File: config.mk
export PLATFORM = sky130hd
export DESIGN_NAME = tmvm_row_scale
export DESIGN_NICKNAME = d
export VERILOG_FILES = /design/src/hdl/tmvm_pkg.sv /design/src/hdl/tmvm_row_scale.sv
export SDC_FILE = /design/constraint.sdc
export NUM_CORES = 1
export LEC_CHECK = 0
export ABC_CLOCK_PERIOD_IN_PS = 9350
export BUFFER_PORTS_ARGS = -buffer_cell sky130_fd_sc_hd__buf_4
export CORE_UTILIZATION = 40
export DETAILED_ROUTE_END_ITERATION = 16
export PLACE_DENSITY_LB_ADDON = 0.3
export SETUP_SLACK_MARGIN = 0.05
export SLEW_MARGIN = 15
export SYNTH_ARGS = -nofsm -noshare
export SYNTH_HDL_FRONTEND = slang
export SYNTH_SLANG_ARGS = --single-unit
File: constraint.sdc
create_clock -name clock -period 9.35 [get_ports clock]
set_input_delay 2.805 -clock clock [delete_from_list [all_inputs] [get_ports clock]]
set_output_delay 2.805 -clock clock [all_outputs]
set_load 0.005 [all_outputs]
File: src/hdl/tmvm_pkg.sv
package tmvm_pkg;

   localparam int MAX_INPUTS       = 256;
   localparam int MAX_OUTPUTS      = 64;
   localparam int WEIGHTS_PER_BYTE = 4;
   localparam int WSTORE_BYTES     = (MAX_INPUTS * MAX_OUTPUTS) / WEIGHTS_PER_BYTE;

   localparam int COL_W   = $clog2(MAX_INPUTS);
   localparam int LEN_W   = COL_W + 1;
   localparam int ROW_W   = $clog2(MAX_OUTPUTS);
   localparam int ROWS_W  = 7;
   localparam int FLAT_W  = 14;
   localparam int LANE_W  = $clog2(WEIGHTS_PER_BYTE);
   localparam int WADDR_W = $clog2(WSTORE_BYTES);
   localparam int ACT_W   = 16;
   localparam int SCALE_W = 16;
   localparam int ACC_W   = ACT_W + COL_W + 1;
   localparam int PROD_W  = ACC_W + SCALE_W;
   localparam int FRAC_W  = 12;
   localparam int RES_W   = 28;
   localparam int CODE_W  = 2;
   localparam int CSR_W   = 32;
   localparam int ADDR_W  = 4;

   localparam logic [LEN_W-1:0]  INPUT_LENGTH_RESET  = LEN_W'(MAX_INPUTS);
   localparam logic [ROWS_W-1:0] OUTPUT_LENGTH_RESET = ROWS_W'(MAX_OUTPUTS);
   localparam logic [SCALE_W-1:0] SCALE_RESET        = SCALE_W'(4096);

   localparam logic [CODE_W-1:0] CODE_ZERO  = 2'b00;
   localparam logic [CODE_W-1:0] CODE_PLUS  = 2'b01;
   localparam logic [CODE_W-1:0] CODE_MINUS = 2'b10;

   typedef enum logic [1:0] {
      CSR_INPUT_LENGTH  = 2'd0,
      CSR_OUTPUT_LENGTH = 2'd1,
      CSR_SCALE_FACTOR  = 2'd2
   } csr_index_type;

   typedef struct packed {
      logic             valid;
      logic [ROW_W-1:0] row;
      logic             final_row;
   } row_tag_type;

endpackage

File: src/hdl/tmvm_row_scale.sv
module tmvm_row_scale (
   input  logic                                  clock,
   input  logic                                  reset,
   input  tmvm_pkg::row_tag_type                 sum_tag,
   input  logic signed [tmvm_pkg::ACC_W-1:0]     sum,
   input  logic signed [tmvm_pkg::SCALE_W-1:0]   scale,
   output logic                                  rsp_strobe,
   output logic [tmvm_pkg::ROW_W-1:0]            rsp_row_number,
   output logic signed [tmvm_pkg::RES_W-1:0]     rsp_row_result,
   output logic                                  rsp_final_row
);

   logic signed [tmvm_pkg::PROD_W-1:0] prod_in;
   logic signed [tmvm_pkg::PROD_W-1:0] prod_ff;
   logic signed [tmvm_pkg::PROD_W-1:0] shifted_in;
   tmvm_pkg::row_tag_type              tag_ff;
   logic                               strobe_ff;
   logic [tmvm_pkg::ROW_W-1:0]         row_ff;
   logic signed [tmvm_pkg::RES_W-1:0]  result_ff;
   logic                               final_ff;

   assign prod_in    = sum * scale;
   assign shifted_in = prod_ff >>> tmvm_pkg::FRAC_W;

   always_ff @(posedge clock) begin
      if (reset) begin
         tag_ff.valid <= 1'b0;
         strobe_ff    <= 1'b0;
      end else begin
         tag_ff.valid <= sum_tag.valid;
         strobe_ff    <= tag_ff.valid;
      end
      tag_ff.row       <= sum_tag.row;
      tag_ff.final_row <= sum_tag.final_row;
      prod_ff          <= prod_in;
      row_ff           <= tag_ff.row;
      final_ff         <= tag_ff.final_row;
      result_ff        <= shifted_in[tmvm_pkg::RES_W-1:0];
   end

   assign rsp_strobe     = strobe_ff;
   assign rsp_row_number = row_ff;
   assign rsp_row_result = result_ff;
   assign rsp_final_row  = final_ff;

endmodule

==> flow_summary.yaml <==
setup_path:
  critical_path.cell_chain: "buf_4 > nand2_1 > fa_1 > inv_1 > fa_1 > inv_1 > fa_1 > inv_1 > fa_1 > fa_1 > inv_1 > fa_1 > inv_1 > ha_1 > a211oi_1 > nor2_1 > or4_1 > nand2b_1 > a31oi_4 > o21bai_2 > a21oi_2 > xnor2_1"
  arrival_ns: 8.82
  crit_type: "primary input to flip-flop"
  start_kind: "primary input"
  max_stage_delay_ns: 0.67
  cp_max_fo: 25
  critPathTopFamily: "adder cells"
  path_buf_inv: 6
  crit_slowest_cell: "or4_1"
  path_common_cell: "fa_1"
  critical_path_required_ns: 9.63
  end_kind: "flip-flop"
logic_synthesis:
  syn_avg_cell_area_um2: 9.340
  synthArstFlopShare_pct: 0
  ys_warn_count: 0
  synth_edf_count: 0
  seq_area_frac_synth_pct: 9.381
  yosysUniqueCellTypes: 50
  ys_seq_elements: 72
  syn-instance-count: 1645
  syn_area_um2: 15360
  synth_fp_nets: 2172
  synth_ff_type: "dfxtp_1"
cells_and_area:
  area_growth_pct: 9.186
  final_cell_mix: "inv_1, fa_1, nand2_1, and2_1, ha_1"
  layout.nets: 2215
  final_common_cell: "inv_1"
  layout-drive-gt1-share_pct: 7.265
  antenna-diode-count: 0
clocking:
  holdBufCountCts: 0
  clockRootBuffer: "clkbuf_16"
  worstSkewPairLatency_ns: 0.36
  cts_tree: "built"
  cts_resized: 0
  htree_levels: 3
  numCtsBuffers: 9
  postCtsSetupBuffers: 0
  cts.clk_slew.worst_paths_ns: 0.07
  clockBufferDepth: 2
  clkSinkCount: 72
grt:
  antenna_found_initial: 4
  grt_pass1_wl_mm: 63.84
  grt_max_degree: 27
  overflow: 0
  grt.total_usage_pct: 21.52
  grt_pass1_vias: 12080
routing:
  drc: 0
  avgRoutedWirePerCell_um: 17.21
  via_count: 10626
  avgViaCountPerCell: 4.821
  wl_mm: 37.92
  drt-initial-drc-count: 482
  postRouteAntennaNets: 0
  dr.pass1.iters: 5
timing:
  min_period_ns: 8.535
  worst-slew-pin-transition_ns: 0.9806
  slew_viol_final: 0
  min_period_over_period_pct: 91.28
  setup_violations: 0
  rsz0062_at_grt: "no"
  hold_violations: 0
  tns_ns: 0
  clock_skew_ns: 0.006563
  max_freq_mhz: 117.2
  slew_headroom_pct: 34.07
placement:
  dpl.hpwl_mm: 30.89
  gp_congestion: 0.8562
  portBuffers: 86
min_path:
  worstHoldPathType: "flip-flop to flip-flop"
die:
  die_y_um: 198.0
  core_um2: 37760
  die_w_um: 198.0
  start_util_pct: 40.70
  rows: 71
  io_pins: 87
  die_area_um2: 39200
run_status:
  status: "complete, no violations"
run:
  maxCapViolations: 0
==> path summary, 6_finish.rpt <==
check	start	end	slack, ns	cells past startpoint
worst max-delay path	scale[8]	prod_ff[32]$_DFF_P_	0.82	22
worst min-delay path	tag_ff[6]$_DFF_P_	rsp_row_number[5]$_DFF_P_	0.32	0
worst max register to register	tag_ff[7]$_SDFF_PP0_	rsp_strobe$_SDFF_PP0_	8.85	1
worst min register to register	tag_ff[6]$_DFF_P_	rsp_row_number[5]$_DFF_P_	0.32	0
==> metrics by stage <==
stage / util, % / setup WS [ns] / std cells / hold WS (ns) / area, µm²
after CTS: 44.43 / 0.8497 / 2204 / 0.3245 / 16780
after global placement: 43.63 / 0.5504 / 2188 / 0.3126 / 16470
after detailed placement: 43.63 / 0.4781 / 2188 / 0.3121 / 16470
after global routing: 44.43 / 0.5888 / 2204 / 0.3334 / 16780
after floorplan: - / 0.8420 / 1645 / 0.3096 / 15360
final: 44.43 / 0.8154 / 2204 / 0.3215 / 16780
==> synthesized netlist by cell type (all sizes together), types with 6 or more instances <==
cell type / instances / area [µm²]
o21ai: 14 / 70.07
ha: 95 / 1189
xnor2: 27 / 236.5
fa: 381 / 7627
xor2: 10 / 87.58
o21a: 6 / 45.04
clkbuf: 61 / 229.0
inv: 456 / 1712
nor2: 29 / 108.9
nand2: 237 / 889.6
nor3: 8 / 40.04
a21oi: 25 / 132.6
and2: 150 / 938.4
dfxtp: 72 / 1441
nand2b: 6 / 37.54
a21o: 11 / 82.58
==> registers in the layout, indices dropped and copies added (netlist names) <==
register,flops
prod_ff,28
rsp_row_result,28
tag_ff,8
rsp_row_number,6
rsp_final_row,1
rsp_strobe,1
==> per-layer routing <==
metal	part of all wire [%]	global-route usage [%]	wire length, µm
met1	41	26.68	15730
met2	50	37.47	19040
met3	6.1	5.042	2301
met4	2.1	5.656	814
met5	0.084	0	32
==> layout make-up <==
type,count,area [µm²]
clock buffers,9,225.2
well taps,511,639.4
clock inverters,7,77.57
inverters,456,1712
multi-input cells,1056,11980
repair buffers,93,698.2
flip-flops and latches,72,1441
fillers,3676,20980
==> logic make-up (layout without fill, tap and decap cells) <==
kind of cell | count (synthesis) | count (layout) | synth area share [%]
compound gates | 89 | 89 | 4.210
xor+xnor | 37 | 37 | 2.109
simple gates | 454 | 454 | 14.29
buf+inv | 517 | 565 | 12.63
flops | 72 | 72 | 9.381
fa+ha+maj | 476 | 476 | 57.38
Power is left out: the tool's default activity adds up to more than one toggle a clock period on the data nets, which glitch-free logic cannot reach.
